`src/rtl/core/lsc_pkg.sv`:
```
// Shared constants, codes and types of the line sensor calibration and steering block.
package lsc_pkg;

   // Field widths of the request and response beats.
   localparam int SAMPLE_W = 10;
   localparam int OP_W     = 2;
   localparam int DRIVE_W  = 8;
   localparam int ERR_W    = 8;
   localparam int LEVEL_W  = 7;
   localparam int PROD_W   = 16;

   // Number of sensor channels and which of them steer.
   localparam int CHANNELS     = 4;
   localparam int CH_CENTER_R  = 0;
   localparam int CH_CENTER_L  = 1;
   localparam int CH_OUTER_R   = 2;
   localparam int CH_OUTER_L   = 3;

   localparam int FULL_SCALE = 100;

   // Operation codes.
   localparam logic [OP_W-1:0] OP_START = 2'd0;
   localparam logic [OP_W-1:0] OP_TRACK = 2'd1;
   localparam logic [OP_W-1:0] OP_RUN   = 2'd2;

   // Register file.
   localparam int                 CSR_ADDR_W  = 3;
   localparam int                 CSR_DATA_W  = 32;
   localparam logic               CSR_IDX_GAIN  = 1'b0;
   localparam logic               CSR_IDX_SPEED = 1'b1;
   localparam logic [DRIVE_W-1:0] GAIN_RESET  = 8'd40;
   localparam logic [DRIVE_W-1:0] SPEED_RESET = 8'd200;

   typedef struct packed {
      logic busy;
      logic zero;
   } norm_status_type;

   typedef struct packed {
      logic [DRIVE_W-1:0]       left_drive;
      logic [DRIVE_W-1:0]       right_drive;
      logic signed [ERR_W-1:0]  steer_error;
      logic [LEVEL_W-1:0]       right_level;
      logic [LEVEL_W-1:0]       left_level;
   } result_type;

endpackage

```
`src/rtl/core/lsc_if.sv`:
```
// Request and response channel interfaces of the line sensor block.
interface lsc_req_if;
   import lsc_pkg::*;
   logic                valid;
   logic                ready;
   logic [OP_W-1:0]     op;
   logic [SAMPLE_W-1:0] center_right_sample;
   logic [SAMPLE_W-1:0] center_left_sample;
   logic [SAMPLE_W-1:0] outer_right_sample;
   logic [SAMPLE_W-1:0] outer_left_sample;

   modport source (output valid, op, center_right_sample, center_left_sample,
                   outer_right_sample, outer_left_sample, input ready);
   modport sink   (input valid, op, center_right_sample, center_left_sample,
                   outer_right_sample, outer_left_sample, output ready);
endinterface

interface lsc_rsp_if;
   import lsc_pkg::*;
   logic                    valid;
   logic                    ready;
   logic [DRIVE_W-1:0]      left_drive;
   logic [DRIVE_W-1:0]      right_drive;
   logic signed [ERR_W-1:0] steer_error;
   logic [LEVEL_W-1:0]      right_level;
   logic [LEVEL_W-1:0]      left_level;

   modport source (output valid, left_drive, right_drive, steer_error, right_level,
                   left_level, input ready);
   modport sink   (input valid, left_drive, right_drive, steer_error, right_level,
                   left_level, output ready);
endinterface

```
`src/rtl/core/line_sensor_calibrate_and_steer.sv`:
```
// Top level of the line sensor calibration and proportional steering block.
//
// Requests arrive on req_bus as valid/ready beats, each with an op code and four sensor
// samples; one response beat leaves on rsp_bus for every request. Start and track ops
// load or widen the per-channel light/dark range and answer with an all-zero beat. A run
// op normalizes the two center samples to 0..100 in two lanes, each a restoring divider
// that settles one quotient bit per cycle, then forms the error, the gain product and the
// clamped left and right drives.
// One request is in work at a time. A calibration op passes through the output step into the
// response register; a run op passes through seven divider steps, the product register load
// and the output step. req_bus.ready returns in the cycle the response is offered, so a new
// request is taken only once the last one has been loaded into the response register.
// The response register holds a finished beat while the receiver stalls; the next request
// is still accepted and waits only at the output step until that beat is taken.
// The gain and base speed registers sit on the APB-style csr_ port, at byte 0 and 4, and
// should be written only while the block is idle.
// Synchronous reset clears the calibration ranges to zero, sets gain to 40 and base speed
// to 200, and empties the response register.
module line_sensor_calibrate_and_steer #(
   parameter int SAMPLE_BITS = 10
) (
   input  logic                             clock,
   input  logic                             reset,
   lsc_req_if.sink                          req_bus,
   lsc_rsp_if.source                        rsp_bus,
   input  logic                             csr_psel,
   input  logic                             csr_penable,
   input  logic                             csr_pwrite,
   input  logic [lsc_pkg::CSR_ADDR_W-1:0]   csr_paddr,
   input  logic [lsc_pkg::CSR_DATA_W-1:0]   csr_pwdata,
   output logic [lsc_pkg::CSR_DATA_W-1:0]   csr_prdata,
   output logic                             csr_pready
);
   import lsc_pkg::*;

   localparam logic [1:0] ST_IDLE = 2'd0;
   localparam logic [1:0] ST_DIV  = 2'd1;
   localparam logic [1:0] ST_OUT  = 2'd2;

   logic [1:0]             state_ff, state_in;
   logic                   run_ff, run_in;
   logic                   rsp_valid_ff, rsp_valid_in;
   result_type             rsp_ff, rsp_in;
   logic [DRIVE_W-1:0]     gain_ff, gain_in;
   logic [DRIVE_W-1:0]     speed_ff, speed_in;

   logic                   accept;
   logic                   norm_start;
   logic                   merge_load;
   logic                   out_load;
   logic                   csr_write;
   logic                   csr_idx;

   logic [SAMPLE_BITS-1:0] samp  [CHANNELS];
   logic [SAMPLE_BITS-1:0] light [CHANNELS];
   logic [SAMPLE_BITS-1:0] dark  [CHANNELS];

   norm_status_type        right_stat, left_stat;
   logic [LEVEL_W-1:0]     right_level, left_level;
   result_type             merge_result;

   // Register file.
   assign csr_pready = 1'b1;
   assign csr_write  = csr_psel && csr_penable && csr_pwrite && csr_pready;
   assign csr_idx    = csr_paddr[2];

   always_comb begin
      gain_in  = gain_ff;
      speed_in = speed_ff;
      if (csr_write) begin
         if (csr_idx == CSR_IDX_GAIN) begin
            gain_in = csr_pwdata[DRIVE_W-1:0];
         end else begin
            speed_in = csr_pwdata[DRIVE_W-1:0];
         end
      end
   end

   assign csr_prdata = (csr_idx == CSR_IDX_SPEED) ? CSR_DATA_W'(speed_ff)
                                                  : CSR_DATA_W'(gain_ff);

   // Calibration lanes, one per channel.
   assign accept = req_bus.valid && req_bus.ready;

   assign samp[CH_CENTER_R] = SAMPLE_BITS'(req_bus.center_right_sample);
   assign samp[CH_CENTER_L] = SAMPLE_BITS'(req_bus.center_left_sample);
   assign samp[CH_OUTER_R]  = SAMPLE_BITS'(req_bus.outer_right_sample);
   assign samp[CH_OUTER_L]  = SAMPLE_BITS'(req_bus.outer_left_sample);

   for (genvar ch = 0; ch < CHANNELS; ch++) begin : g_cal
      lsc_cal_lane #(.SAMPLE_BITS(SAMPLE_BITS)) u_cal (
         .clock  (clock),
         .reset  (reset),
         .update (accept),
         .op     (req_bus.op),
         .sample (samp[ch]),
         .light  (light[ch]),
         .dark   (dark[ch])
      );
   end

   // Normalization lanes for the two center channels.
   assign norm_start = accept && (req_bus.op == OP_RUN);

   lsc_norm_lane #(.SAMPLE_BITS(SAMPLE_BITS)) u_norm_right (
      .clock  (clock),
      .reset  (reset),
      .start  (norm_start),
      .sample (samp[CH_CENTER_R]),
      .light  (light[CH_CENTER_R]),
      .dark   (dark[CH_CENTER_R]),
      .status (right_stat),
      .level  (right_level)
   );

   lsc_norm_lane #(.SAMPLE_BITS(SAMPLE_BITS)) u_norm_left (
      .clock  (clock),
      .reset  (reset),
      .start  (norm_start),
      .sample (samp[CH_CENTER_L]),
      .light  (light[CH_CENTER_L]),
      .dark   (dark[CH_CENTER_L]),
      .status (left_stat),
      .level  (left_level)
   );

   lsc_merge u_merge (
      .clock       (clock),
      .load        (merge_load),
      .right_level (right_level),
      .left_level  (left_level),
      .gain        (gain_ff),
      .base        (speed_ff),
      .result      (merge_result)
   );

   // Sequencer.
   assign req_bus.ready = (state_ff == ST_IDLE);
   assign merge_load    = (state_ff == ST_DIV) && !right_stat.busy && !left_stat.busy;
   assign out_load      = (state_ff == ST_OUT) && (!rsp_valid_ff || rsp_bus.ready);

   always_comb begin
      state_in = state_ff;
      run_in   = run_ff;
      case (state_ff)
         ST_IDLE: begin
            if (accept) begin
               run_in   = norm_start;
               state_in = norm_start ? ST_DIV : ST_OUT;
            end
         end
         ST_DIV: begin
            if (merge_load) begin
               state_in = ST_OUT;
            end
         end
         ST_OUT: begin
            if (out_load) begin
               state_in = ST_IDLE;
            end
         end
         default: begin
            state_in = ST_IDLE;
         end
      endcase
   end

   // Response register: calibration and unused ops answer with all zeros.
   always_comb begin
      rsp_in       = rsp_ff;
      rsp_valid_in = rsp_valid_ff && !rsp_bus.ready;
      if (out_load) begin
         rsp_in       = run_ff ? merge_result : '0;
         rsp_valid_in = 1'b1;
      end
   end

   always_ff @(posedge clock) begin
      if (reset) begin
         state_ff     <= ST_IDLE;
         run_ff       <= 1'b0;
         rsp_valid_ff <= 1'b0;
         gain_ff      <= GAIN_RESET;
         speed_ff     <= SPEED_RESET;
      end else begin
         state_ff     <= state_in;
         run_ff       <= run_in;
         rsp_valid_ff <= rsp_valid_in;
         gain_ff      <= gain_in;
         speed_ff     <= speed_in;
      end
   end

   always_ff @(posedge clock) begin
      rsp_ff <= rsp_in;
   end

   assign rsp_bus.valid       = rsp_valid_ff;
   assign rsp_bus.left_drive  = rsp_ff.left_drive;
   assign rsp_bus.right_drive = rsp_ff.right_drive;
   assign rsp_bus.steer_error = rsp_ff.steer_error;
   assign rsp_bus.right_level = rsp_ff.right_level;
   assign rsp_bus.left_level  = rsp_ff.left_level;

endmodule

```
`src/rtl/core/lsc_cal_lane.sv`:
```
// One calibration lane: light maximum and dark minimum of a single sensor channel.
module lsc_cal_lane #(
   parameter int SAMPLE_BITS = 10
) (
   input  logic                     clock,
   input  logic                     reset,
   input  logic                     update,
   input  logic [lsc_pkg::OP_W-1:0] op,
   input  logic [SAMPLE_BITS-1:0]   sample,
   output logic [SAMPLE_BITS-1:0]   light,
   output logic [SAMPLE_BITS-1:0]   dark
);
   import lsc_pkg::*;

   logic [SAMPLE_BITS-1:0] light_ff, light_in;
   logic [SAMPLE_BITS-1:0] dark_ff, dark_in;

   always_comb begin
      light_in = light_ff;
      dark_in  = dark_ff;
      if (update) begin
         case (op)
            OP_START: begin
               light_in = sample;
               dark_in  = sample;
            end
            OP_TRACK: begin
               // The range only widens, and one side moves per beat.
               if (sample > light_ff) begin
                  light_in = sample;
               end else if (sample < dark_ff) begin
                  dark_in = sample;
               end
            end
            default: begin
               light_in = light_ff;
               dark_in  = dark_ff;
            end
         endcase
      end
   end

   always_ff @(posedge clock) begin
      if (reset) begin
         light_ff <= '0;
         dark_ff  <= '0;
      end else begin
         light_ff <= light_in;
         dark_ff  <= dark_in;
      end
   end

   assign light = light_ff;
   assign dark  = dark_ff;

endmodule

```
`src/rtl/core/lsc_norm_lane.sv`:
```
// One normalization lane: (sample-dark)*100/(light-dark) by restoring division, a bit a cycle.
module lsc_norm_lane #(
   parameter int SAMPLE_BITS = 10
) (
   input  logic                         clock,
   input  logic                         reset,
   input  logic                         start,
   input  logic [SAMPLE_BITS-1:0]       sample,
   input  logic [SAMPLE_BITS-1:0]       light,
   input  logic [SAMPLE_BITS-1:0]       dark,
   output lsc_pkg::norm_status_type     status,
   output logic [lsc_pkg::LEVEL_W-1:0]  level
);
   import lsc_pkg::*;

   localparam int REM_W = SAMPLE_BITS + LEVEL_W;
   localparam int DIV_W = SAMPLE_BITS + LEVEL_W - 1;
   localparam int CNT_W = $clog2(LEVEL_W);

   logic                   busy_ff, busy_in;
   logic [CNT_W-1:0]       count_ff, count_in;
   logic [REM_W-1:0]       rem_ff, rem_in;
   logic [DIV_W-1:0]       div_ff, div_in;
   logic [LEVEL_W-1:0]     quo_ff, quo_in;
   logic                   zero_ff, zero_in;
   logic                   sat_ff, sat_in;

   logic [SAMPLE_BITS-1:0] span;
   logic [SAMPLE_BITS-1:0] diff;
   logic                   fits;

   assign span = light - dark;
   assign diff = sample - dark;
   assign fits = rem_ff >= REM_W'(div_ff);

   always_comb begin
      busy_in  = busy_ff;
      count_in = count_ff;
      rem_in   = rem_ff;
      div_in   = div_ff;
      quo_in   = quo_ff;
      zero_in  = zero_ff;
      sat_in   = sat_ff;
      if (start) begin
         busy_in  = 1'b1;
         count_in = CNT_W'(LEVEL_W - 1);
         // An empty span or a sample at or below dark reads as zero.
         zero_in  = (light <= dark) || (sample <= dark);
         sat_in   = sample >= light;
         rem_in   = REM_W'(diff) * REM_W'(FULL_SCALE);
         div_in   = DIV_W'(span) << (LEVEL_W - 1);
         quo_in   = '0;
      end else if (busy_ff) begin
         if (fits) begin
            rem_in = rem_ff - REM_W'(div_ff);
         end
         quo_in = {quo_ff[LEVEL_W-2:0], fits};
         div_in = div_ff >> 1;
         if (count_ff == '0) begin
            busy_in = 1'b0;
         end else begin
            count_in = count_ff - 1'b1;
         end
      end
   end

   always_ff @(posedge clock) begin
      if (reset) begin
         busy_ff  <= 1'b0;
         count_ff <= '0;
      end else begin
         busy_ff  <= busy_in;
         count_ff <= count_in;
      end
   end

   always_ff @(posedge clock) begin
      rem_ff  <= rem_in;
      div_ff  <= div_in;
      quo_ff  <= quo_in;
      zero_ff <= zero_in;
      sat_ff  <= sat_in;
   end

   assign status.busy = busy_ff;
   assign status.zero = zero_ff;

   always_comb begin
      if (zero_ff) begin
         level = '0;
      end else if (sat_ff) begin
         level = LEVEL_W'(FULL_SCALE);
      end else begin
         level = quo_ff;
      end
   end

endmodule

```
`src/rtl/core/lsc_merge.sv`:
```
// Merge stage: error of the two center lanes, gain product, and clamped drive levels.
module lsc_merge (
   input  logic                         clock,
   input  logic                         load,
   input  logic [lsc_pkg::LEVEL_W-1:0]  right_level,
   input  logic [lsc_pkg::LEVEL_W-1:0]  left_level,
   input  logic [lsc_pkg::DRIVE_W-1:0]  gain,
   input  logic [lsc_pkg::DRIVE_W-1:0]  base,
   output lsc_pkg::result_type          result
);
   import lsc_pkg::*;

   localparam int SUM_W = PROD_W + 2;

   logic signed [ERR_W-1:0]     err;
   logic signed [PROD_W:0]      prod_full;
   logic signed [PROD_W-1:0]    prod_ff;
   logic signed [ERR_W-1:0]     err_ff;
   logic [LEVEL_W-1:0]          right_ff;
   logic [LEVEL_W-1:0]          left_ff;
   logic signed [SUM_W-1:0]     base_ext;
   logic signed [SUM_W-1:0]     prod_ext;
   logic signed [SUM_W-1:0]     left_sum;
   logic signed [SUM_W-1:0]     right_sum;

   assign err       = $signed(ERR_W'(right_level)) - $signed(ERR_W'(left_level));
   assign prod_full = $signed({1'b0, gain}) * err;

   always_ff @(posedge clock) begin
      if (load) begin
         prod_ff  <= prod_full[PROD_W-1:0];
         err_ff   <= err;
         right_ff <= right_level;
         left_ff  <= left_level;
      end
   end

   assign base_ext  = $signed(SUM_W'(base));
   assign prod_ext  = $signed({{(SUM_W-PROD_W){prod_ff[PROD_W-1]}}, prod_ff});
   assign left_sum  = base_ext + prod_ext;
   assign right_sum = base_ext - prod_ext;

   function automatic logic [DRIVE_W-1:0] clamp_drive(input logic signed [SUM_W-1:0] v);
      logic [DRIVE_W-1:0] r;
      if (v < 0) begin
         r = '0;
      end else if (v > $signed(SUM_W'({DRIVE_W{1'b1}}))) begin
         r = '1;
      end else begin
         r = v[DRIVE_W-1:0];
      end
      return r;
   endfunction

   always_comb begin
      result.left_drive  = clamp_drive(left_sum);
      result.right_drive = clamp_drive(right_sum);
      result.steer_error = err_ff;
      result.right_level = right_ff;
      result.left_level  = left_ff;
   end

endmodule

```
`src/flat_wrapper.sv`:
```
// flat-port wrapper written by rule: the top's interface ports become plain ports
module line_sensor_calibrate_and_steer_flat import lsc_pkg::*;
#(
   parameter int SAMPLE_BITS = 10
)
  (clock, reset, csr_psel, csr_penable, csr_pwrite, csr_paddr, csr_pwdata, csr_prdata, csr_pready, req_bus_valid, req_bus_op, req_bus_center_right_sample, req_bus_center_left_sample, req_bus_outer_right_sample, req_bus_outer_left_sample, req_bus_ready, rsp_bus_valid, rsp_bus_left_drive, rsp_bus_right_drive, rsp_bus_steer_error, rsp_bus_right_level, rsp_bus_left_level, rsp_bus_ready);
  lsc_req_if req_bus_i ();
  lsc_rsp_if rsp_bus_i ();
  input  logic clock;
  input  logic reset;
  input  logic csr_psel;
  input  logic csr_penable;
  input  logic csr_pwrite;
  input  logic [lsc_pkg::CSR_ADDR_W-1:0] csr_paddr;
  input  logic [lsc_pkg::CSR_DATA_W-1:0] csr_pwdata;
  output logic [lsc_pkg::CSR_DATA_W-1:0] csr_prdata;
  output logic csr_pready;
  input wire logic [$bits(req_bus_i.valid)-1:0] req_bus_valid;
  input wire logic [$bits(req_bus_i.op)-1:0] req_bus_op;
  input wire logic [$bits(req_bus_i.center_right_sample)-1:0] req_bus_center_right_sample;
  input wire logic [$bits(req_bus_i.center_left_sample)-1:0] req_bus_center_left_sample;
  input wire logic [$bits(req_bus_i.outer_right_sample)-1:0] req_bus_outer_right_sample;
  input wire logic [$bits(req_bus_i.outer_left_sample)-1:0] req_bus_outer_left_sample;
  output wire logic [$bits(req_bus_i.ready)-1:0] req_bus_ready;
  output wire logic [$bits(rsp_bus_i.valid)-1:0] rsp_bus_valid;
  output wire logic [$bits(rsp_bus_i.left_drive)-1:0] rsp_bus_left_drive;
  output wire logic [$bits(rsp_bus_i.right_drive)-1:0] rsp_bus_right_drive;
  output wire logic [$bits(rsp_bus_i.steer_error)-1:0] rsp_bus_steer_error;
  output wire logic [$bits(rsp_bus_i.right_level)-1:0] rsp_bus_right_level;
  output wire logic [$bits(rsp_bus_i.left_level)-1:0] rsp_bus_left_level;
  input wire logic [$bits(rsp_bus_i.ready)-1:0] rsp_bus_ready;
  assign req_bus_i.valid = req_bus_valid;
  assign req_bus_i.op = req_bus_op;
  assign req_bus_i.center_right_sample = req_bus_center_right_sample;
  assign req_bus_i.center_left_sample = req_bus_center_left_sample;
  assign req_bus_i.outer_right_sample = req_bus_outer_right_sample;
  assign req_bus_i.outer_left_sample = req_bus_outer_left_sample;
  assign req_bus_ready = req_bus_i.ready;
  assign rsp_bus_valid = rsp_bus_i.valid;
  assign rsp_bus_left_drive = rsp_bus_i.left_drive;
  assign rsp_bus_right_drive = rsp_bus_i.right_drive;
  assign rsp_bus_steer_error = rsp_bus_i.steer_error;
  assign rsp_bus_right_level = rsp_bus_i.right_level;
  assign rsp_bus_left_level = rsp_bus_i.left_level;
  assign rsp_bus_i.ready = rsp_bus_ready;
  line_sensor_calibrate_and_steer #(.SAMPLE_BITS(SAMPLE_BITS)) u_core (.clock(clock), .reset(reset), .req_bus(req_bus_i), .rsp_bus(rsp_bus_i), .csr_psel(csr_psel), .csr_penable(csr_penable), .csr_pwrite(csr_pwrite), .csr_paddr(csr_paddr), .csr_pwdata(csr_pwdata), .csr_prdata(csr_prdata), .csr_pready(csr_pready));
endmodule
```
`config.mk`:
```
export PLATFORM = sky130hd
export DESIGN_NAME = line_sensor_calibrate_and_steer_flat
export DESIGN_NICKNAME = d
export VERILOG_FILES = /design/src/rtl/core/lsc_pkg.sv /design/src/rtl/core/lsc_if.sv /design/src/rtl/core/line_sensor_calibrate_and_steer.sv /design/src/rtl/core/lsc_cal_lane.sv /design/src/rtl/core/lsc_norm_lane.sv /design/src/rtl/core/lsc_merge.sv /design/src/flat_wrapper.sv
export SDC_FILE = /design/constraint.sdc
export NUM_CORES = 1
export LEC_CHECK = 0
export ABC_AREA = 1
export CAP_MARGIN = 20
export CORE_ASPECT_RATIO = 0.7
export CORE_UTILIZATION = 40
export DETAILED_ROUTE_END_ITERATION = 8
export DONT_BUFFER_PORTS = 1
export GPL_ROUTABILITY_DRIVEN = 0
export PLACE_DENSITY = 0.55
export SLEW_MARGIN = 10
export SYNTH_ARGS = -nofsm -noshare
export SYNTH_HDL_FRONTEND = slang
export SYNTH_SLANG_ARGS = --single-unit
```
`constraint.sdc`:
```
create_clock -name clock -period 9.7 [get_ports clock]
set_clock_uncertainty 0.1 [all_clocks]
set_input_delay 1.455 -clock clock [delete_from_list [all_inputs] [get_ports clock]]
set_output_delay 1.455 -clock clock [all_outputs]
set_load 0.05 [all_outputs]
```
==> results.txt, run 1 <==
Status -> completed
WS Path Type -> reg -> reg
Num rows -> 65
Via count of the first global-routing pass -> 14080
Cell Area, Synth -> 18450 um^2
Core area -> 45300 um^2
I/O pin cnt -> 157
Yosys warning count -> 0
Antenna violations before repair -> 0
Post-CTS setup buffers -> 0
Via/cell ratio -> 5.100
Critical path required time -> 9.91 ns
Multi-input logic area -> 10670 um^2
Initial core utilization -> 40.72%
H-tree Lvls -> 1
F_max -> 0.1574 GHz
Synth Flop Type -> edfxtp_1
Hold_ws -> 0.3845 ns
Max Buffers Root-to-Sink -> 3
Crit end category -> flip-flop
Worst-path clk slew -> 0.06 ns
Area grow syn2layout -> 7.474%
Top Usage Layer GRT -> met1
Dpl hpwl -> 37.76 mm
Met2 GRT Util -> 28.61%
Total congestion overflow -> 0
Fin. Hold Viols -> 0
Root buf cell -> clkbuf_16
Min Tclk post-route -> 6.355 ns
Post-synthesis register bit count -> 228
Slew HR -> 33.64%
Starting DRT DRC Count -> 1119
Register area share after synthesis -> 31.80%
Die H -> 181.7 um
Met3 GRT Util -> 3.797%
Routed length per instance -> 16.15 um
Worst vdd ir -> 0.1402 mV
Most frequent cell after synthesis -> nand2_1
Layout cell share with drive strength beyond 1 -> 5.744%
PostCTS Resize Cnt -> 0
Total routed wirelength -> 47.42 mm
Unrepaired setup endpoints after global routing -> no
Power Total -> 0.004332 W
Sink Count -> 228
Worst-path cell chain -> nor3_1, inv_1, ha_1, fa_1, inv_1, nand3_1, nand3_1, xor2_1, inv_2, nand2_1, fa_1, fa_1, fa_1, fa_1, inv_1, ha_1, a21oi_1, nand2_1, a21oi_1, nor2_1, nor2_1, nor2_1, nor2_1, xnor2_1
Port-buffer cells -> 0
Max-slew violation count -> 0
Setup TNS -> 0 ns
First drt pass iteration count -> 5
Setup violations, final -> 0
Final nets -> 2680
Largest net degree at the start of global routing -> 40
Fin crit share -> 65.51%
Met1 Track Usage GR -> 31.99%
Post-synth ARST share -> 0%
Crit start category -> flip-flop
Antenna fix cells -> 0
Die area -> 47000 um^2
Mean Syn Cell Area -> 7.948 um^2
Register Area -> 5866 um^2
CTS tree -> built
Yosys cell types -> 60
DIE WIDTH -> 258.7 um
Hold WC Path Type -> reg -> reg
Number of synthesized flops with an enable pin -> 130
Max_cap viols -> 0
Peak fanout along the critical path -> 7
CTS buffer count -> 26
Mapped Cells -> 2321
Power per cell area -> 218.5 nW/um^2
Tot GR Track Use -> 20.30%
Cts hold-fix bufs -> 0
Synth top area cells -> edfxtp_1 21%, ha_1 15%, dfxtp_1 11%
Fillers -> 4501
Worst path max stage delay -> 0.58 ns
Worst path most repeated cell -> fa_1
Clock latency on the worst-skew pair -> 0.56 ns
Slowest cell on crit path -> xor2_1
Vias post-DR -> 14980
CP arrival -> 6.57 ns
P_leak -> 9.543 nW
Yosys top cell area share -> 21.16%
Worst Max-Slew Pin Slew -> 0.9888 ns
Most frequent cells after synthesis -> 458 x nand2_1, 410 x inv_1, 227 x ha_1
Inst Count DP -> 2888
Non-Filler Instances -> 2936
Final ANT Viol Nets -> 0
Post-synth top area cell -> edfxtp_1
DRC -> 0
Global-route wire length before repair -> 76.22 mm
==> cell usage in the layout, fill, tap and decap left out, types with 29 or more instances in the layout <==
cell type,netlist,final
nand4_1,31,31
dfxtp_1,98,98
xor2_1,52,52
xnor2_1,29,29
o21ai_0,106,98
fa_1,56,56
o22ai_1,44,44
a21oi_1,163,163
edfxtp_1,130,130
inv_1,410,410
nand3_1,90,90
nor2_1,175,174
nand2_1,458,458
ha_1,227,227
==> through the flow <==
stage          util, %  worst slack [ns]  area, um^2
2_1_floorplan        -             4.210       18530
3_3_place_gp     41.82             3.504       18940
3_5_place_dp     41.82             3.461       18940
4_1_cts          43.77             3.421       19830
5_1_grt          43.77             2.982       19830
6_report         43.77             3.345       19830
==> kinds of logic after synthesis <==
family,synth area share (%)
AND/OR/NAND/NOR,20.13
buffers and inverters,10.90
AO/OA/AOI/OAI,11.64
adder cells (fa/ha/maj),21.47
flip-flops,31.80
XOR/XNOR,4.022
other,0.04071
==> worst paths after layout <==
path                                  start                              to  slack, ns  cells past startpoint
max             u_core.u_norm_right.zero_ff      u_core.u_merge.prod_ff[14]       3.35                     24
min          u_core.g_cal[0].u_cal.light[7]  u_core.g_cal[0].u_cal.light[7]       0.38                      2
max reg2reg     u_core.u_norm_right.zero_ff      u_core.u_merge.prod_ff[14]       3.35                     24
min reg2reg  u_core.g_cal[0].u_cal.light[7]  u_core.g_cal[0].u_cal.light[7]       0.38                      2
==> critical path: cells and delay by family, from the launching register on <==
family	cells	cell delay, ns
buffers and inverters	4	0.38
adder cells (fa/ha/maj)	7	2.99
AND/OR/NAND/NOR	9	1.09
flip-flops	1	0.49
AO/OA/AOI/OAI	2	0.44
XOR/XNOR	2	0.65
==> final cells by class <==
class | instances | area share [%]
clock buffer | 34 | 3.843
multi-input combinational | 1624 | 53.82
inverter | 427 | 8.109
tap | 603 | 3.805
sequential | 228 | 29.58
clock inverter | 14 | 0.6121
timing repair buffer | 6 | 0.2272
==> report_power, final <==
part	total [W]	internal (W)	switching [W]
combinational	0.00210	0.000760	0.00134
clock	0.00101	0.000583	0.000428
sequential	0.00122	0.00113	0.0000854
==> per-layer routing <==
metal / part of all wire, % / vias up
li1: - / 7541
met1: 53 / 7012
met2: 39 / 386
met3: 6.4 / 36
met4: 1.4 / 0
met5: 0 / -
==> registers in the layout, summed over array words and instances (netlist names), 16 cells and up <==
register	count
u_core.g_cal.u_cal.dark	20
u_core.g_cal.u_cal.light	20
u_core.u_merge.prod_ff	16
u_core.u_norm_left.div_ff	16
u_core.u_norm_left.rem_ff	17
u_core.u_norm_right.div_ff	16
u_core.u_norm_right.rem_ff	17
No activity file was read; power rests on OpenSTA's default activity.
==> inputs of run 2 (changes only) <==
--- a/config.mk
+++ b/config.mk
@@ -5,7 +5,7 @@
 export SDC_FILE = /design/constraint.sdc
 export NUM_CORES = 1
 export LEC_CHECK = 0
-export ABC_AREA = 1
+export ABC_AREA = 0
 export CAP_MARGIN = 20
 export CORE_ASPECT_RATIO = 0.7
 export CORE_UTILIZATION = 40
==> constraint.sdc (replaced) <==
create_clock -name clock -period 6.1 [get_ports clock]
set_clock_uncertainty 0.1 [all_clocks]
set_input_delay 0.915 -clock clock [delete_from_list [all_inputs] [get_ports clock]]
set_output_delay 0.915 -clock clock [all_outputs]
set_load 0.05 [all_outputs]
==> run 2 against run 1 <==
Compared with the run above:
- critical path depth rose by 1
- via count fell by 11%
- setup slack got worse by 3.3 ns
- utilization rose by 1.5 points
- synthesized cell count fell by 18%
- global-route usage fell by 0.39 points
- sequential share of layout area rose by 0.080 points
- cell count fell by 13%
==> results.txt, run 2 <==
I/O pin cnt -> 157 (unchanged)
Mean Syn Cell Area -> 9.386 um^2 (was 7.948 um^2)
DR WL met2 -> 17.66 mm (was 18.71 mm)
Worst-path clk slew -> 0.07 ns (was 0.06 ns)
Port-buffer cells -> 0 (unchanged)
Initial core utilization -> 40.64% (was 40.72%)
Core area -> 43720 um^2 (was 45300 um^2)
Peak fanout along the critical path -> 5 (was 7)
DRC -> 0 (unchanged)
Number of synthesized flops with an enable pin -> 130 (unchanged)
Crit end category -> flip-flop (unchanged)
Tot GR Track Use -> 19.92% (was 20.30%)
DRT met1 WL -> 24.18 mm (was 24.98 mm)
Area grow syn2layout -> 11.28% (was 7.474%)
DIE WIDTH -> 253.9 um (was 258.7 um)
Mapped Cells -> 1893 (was 2321)
Starting DRT DRC Count -> 951 (was 1119)
Synth Flop Type -> edfxtp_1 (unchanged)
Largest net degree at the start of global routing -> 79 (was 40)
Routed length per instance -> 17.65 um (was 16.15 um)
Unrepaired setup endpoints after global routing -> yes (was no)
Most frequent cell after synthesis -> ha_1 (was nand2_1)
Worst path most repeated cell -> fa_1 (unchanged)
Top Metal Used -> met4 (unchanged)
Worst hold path endpoint -> u_core.g_cal[1].u_cal.dark[7] (was u_core.g_cal[0].u_cal.light[7])
Final setup margin -> 0.04577 ns (was 3.345 ns)
Setup violations, final -> 0 (unchanged)
Crit start category -> flip-flop (unchanged)
Min Tclk post-route -> 6.054 ns (was 6.355 ns)
Vias post-DR -> 13330 (was 14980)
CTS tree -> built (unchanged)
R2R Setup Slk -> 0.05 ns (was 3.35 ns)
Clock latency on the worst-skew pair -> 0.56 ns (about the same)
Max_cap viols -> 0 (unchanged)
CTS buffer count -> 26 (unchanged)
Via count of the first global-routing pass -> 12670 (was 14080)
Slew HR -> 22.52% (was 33.64%)
Fin. Hold Viols -> 0 (unchanged)
Yosys top cell area share -> 21.97% (was 21.16%)
F_max -> 0.1652 GHz (was 0.1574 GHz)
Via/cell ratio -> 5.245 (was 5.100)
R2r startpoint -> u_core.u_norm_right.sat_ff (was u_core.u_norm_right.zero_ff)
Worst vdd ir -> 0.2042 mV (was 0.1402 mV)
Max-slew violation count -> 0 (unchanged)
CP arrival -> 6.25 ns (was 6.57 ns)
Fillers -> 4218 (was 4501)
CP top delay family -> adder cells (unchanged)
Synth top area cells -> edfxtp_1 22%, ha_1 16%, dfxtp_1 11% (was edfxtp_1 21%, ha_1 15%, dfxtp_1 11%)
Critical path required time -> 6.29 ns (was 9.91 ns)
Dpl hpwl -> 34.63 mm (was 37.76 mm)
Worst path max stage delay -> 0.57 ns (was 0.58 ns)
Die area -> 45280 um^2 (was 47000 um^2)
Critical path buffer and inverter count -> 5 (was 4)
Layout cell share with drive strength beyond 1 -> 9.353% (was 5.744%)
Fin crit share -> 99.25% (was 65.51%)
Hold depth -> 1 (was 2)
Post-synth ARST share -> 0% (unchanged)
Antenna violations before repair -> 1 (was 0)
Total congestion overflow -> 0 (unchanged)
Power per cell area -> 319.4 nW/um^2 (was 218.5 nW/um^2)
Cell Area, Synth -> 17770 um^2 (was 18450 um^2)
Register area share after synthesis -> 33.01% (was 31.80%)
H-tree Lvls -> 1 (unchanged)
Total routed wirelength -> 44.88 mm (was 47.42 mm)
Final ANT Viol Nets -> 0 (unchanged)
Root buf cell -> clkbuf_16 (unchanged)
Yosys cell types -> 76 (was 60)
Num rows -> 64 (was 65)
Yosys warning count -> 0 (unchanged)
Post-synthesis register bit count -> 228 (unchanged)
WS Path Type -> reg -> reg (unchanged)
FF-to-FF path depth -> 25 (was 24)
Sink Count -> 228 (unchanged)
Max Buffers Root-to-Sink -> 3 (unchanged)
Worst Max-Slew Pin Slew -> 1.148 ns (was 0.9888 ns)
Most common cell after layout, fill and taps aside -> ha_1 (was nand2_1)
Met3 WL -> 2.118 mm (was 3.050 mm)
Post-synth top area cell -> edfxtp_1 (unchanged)
Most frequent cells in the layout -> 222 x ha_1, 215 x inv_1, 166 x nor2_1, 130 x edfxtp_1, 98 x dfxtp_1 (was 458 x nand2_1, 410 x inv_1, 227 x ha_1, 174 x nor2_1, 163 x a21oi_1)
Reg-to-reg endpoint -> u_core.u_merge.prod_ff[15] (was u_core.u_merge.prod_ff[14])
Most frequent cells after synthesis -> 227 x ha_1, 220 x inv_1, 169 x nor2_1 (was 458 x nand2_1, 410 x inv_1, 227 x ha_1)
Min-Delay Startpoint -> reset (was u_core.g_cal[0].u_cal.light[7])
First drt pass iteration count -> 6 (was 5)
Die H -> 178.3 um (was 181.7 um)
Slowest cell on crit path -> fa_1 (was xor2_1)
Global-route wire length before repair -> 70.77 mm (was 76.22 mm)
Worst slack, placed -> -0.2829 ns (was 3.461 ns)
P_leak -> 8.490 nW (was 9.543 nW)
Final nets -> 2293 (was 2680)
Hold_ws -> 0.3338 ns (was 0.3845 ns)
Status -> completed (unchanged)
Hold WC Path Type -> in -> reg (was reg -> reg)
## run 2: cell count changes after synthesis, sizes merged, moves of 26 or more
cell	delta
nand2	-376
a21oi	-71
inv	-202
o22ai	-30
o21ai	-26
and2	+52
nand2b	+31
mux2i	+72
xnor2	+30
nand3	-62
nor2b	+49
## run 2: area by class of cell
| cell class | instances | area [um^2] | share of cell area [%] |
|---|---|---|---|
| diodes | 2 | 5.005 | 0.02531 |
| clock buffers | 29 | 671.9 | 3.398 |
| clock inverters | 19 | 195.2 | 0.9872 |
| inverters | 220 | 825.8 | 4.176 |
| multi-input cells | 1389 | 10980 | 55.51 |
| flip-flops and latches | 228 | 5866 | 29.67 |
| well taps | 594 | 743.2 | 3.759 |
| repair buffers | 61 | 489.2 | 2.474 |
## run 2: per-stage QoR
| step | instance area (um^2) | total power [W] | utilization [%] | setup TNS (ns) | cells |
|---|---|---|---|---|---|
| after detailed placement | 18600 | 0.004521 | 42.55 | -0.5525 | 2483 |
| after global placement | 18600 | 0.004494 | 42.55 | -0.3816 | 2483 |
| after floorplan | 17860 | 0.003870 | - | 0 | 1916 |
| after global routing | 19770 | 0.006797 | 45.22 | -0.5990 | 2542 |
| final | 19770 | 0.006315 | 45.22 | 0 | 2542 |
| after CTS | 19590 | 0.006211 | 44.81 | 0 | 2535 |
## run 2: worst max-delay path by stage
| stage | startpoint | end | slack [ns] | depth (start not counted) |
|---|---|---|---|---|
| 4_1_cts | u_core.u_norm_right.zero_ff | u_core.u_merge.prod_ff[15] | 0.02 | 25 |
| 3_3_place_gp | u_core.u_norm_right.sat_ff | u_core.u_merge.prod_ff[14] | -0.21 | 24 |
| 2_1_floorplan | u_core.u_norm_right.sat_ff | u_core.u_merge.prod_ff[14] | 0.007 | 24 |
| 6_report | u_core.u_norm_right.sat_ff | u_core.u_merge.prod_ff[15] | 0.05 | 25 |
| 3_5_place_dp | u_core.u_norm_right.sat_ff | u_core.u_merge.prod_ff[14] | -0.28 | 24 |
| 5_1_grt | u_core.u_norm_right.sat_ff | u_core.u_merge.prod_ff[15] | -0.21 | 25 |
## run 2: cells by family (layout without fill, tap and decap cells)
group                      Yosys count  in the layout  synth area share (%)
AOI/OAI and AO/OA                  353            353                 12.82
xor gates and xnor gates            99             99                 4.880
adders and majority gates          283            283                 22.29
buffers and inverters              299            329                 7.007
DFF                                228            228                 33.01
muxes                               83             83                 4.774
other                                2             27               0.04227
and+or+nand+nor                    546            546                 15.17
## run 2: power breakdown
part | leakage [nW] | total (W) | internal (W) | switching, W
Combinational | 6.03 | 0.00286 | 0.00127 | 0.00159
Sequential | 2.04 | 0.00186 | 0.00176 | 0.0000994
Clock | 0.422 | 0.00160 | 0.000897 | 0.000701
## run 2: repair_timing
item / 4_1_cts / 5_1_grt
setup buffers: 4 / 4
gates resized for setup: 19 / 30
pin swaps: 15 / 26
hold buffers: 0 / 0
endpoints found under the setup margin: 4 / 4
## run 2: routing by layer
metal | GRT usage, % | vias to the layer above
met5 | 0 | -
met4 | 3.966 | 0
met3 | 2.247 | 42
met2 | 27.87 | 304
met1 | 32.12 | 6402
li1 | - | 6586
## run 2: worst reg2reg max path, stage by stage (launching register included)
cell,delay (ns)
edfxtp_1,0.43
nor2_4,0.16
nand2_2,0.09
ha_4,0.18
fa_2,0.42
inv_2,0.06
a31oi_1,0.06
o21a_1,0.14
o21bai_1,0.18
a21oi_2,0.10
xnor2_2,0.15
buf_6,0.14
and2_4,0.15
fa_1,0.50
inv_1,0.05
fa_1,0.46
fa_1,0.52
fa_1,0.57
inv_2,0.05
ha_4,0.21
buf_6,0.12
o21ai_4,0.14
a21oi_2,0.09
a211o_1,0.32
o31a_1,0.27
xnor2_1,0.12
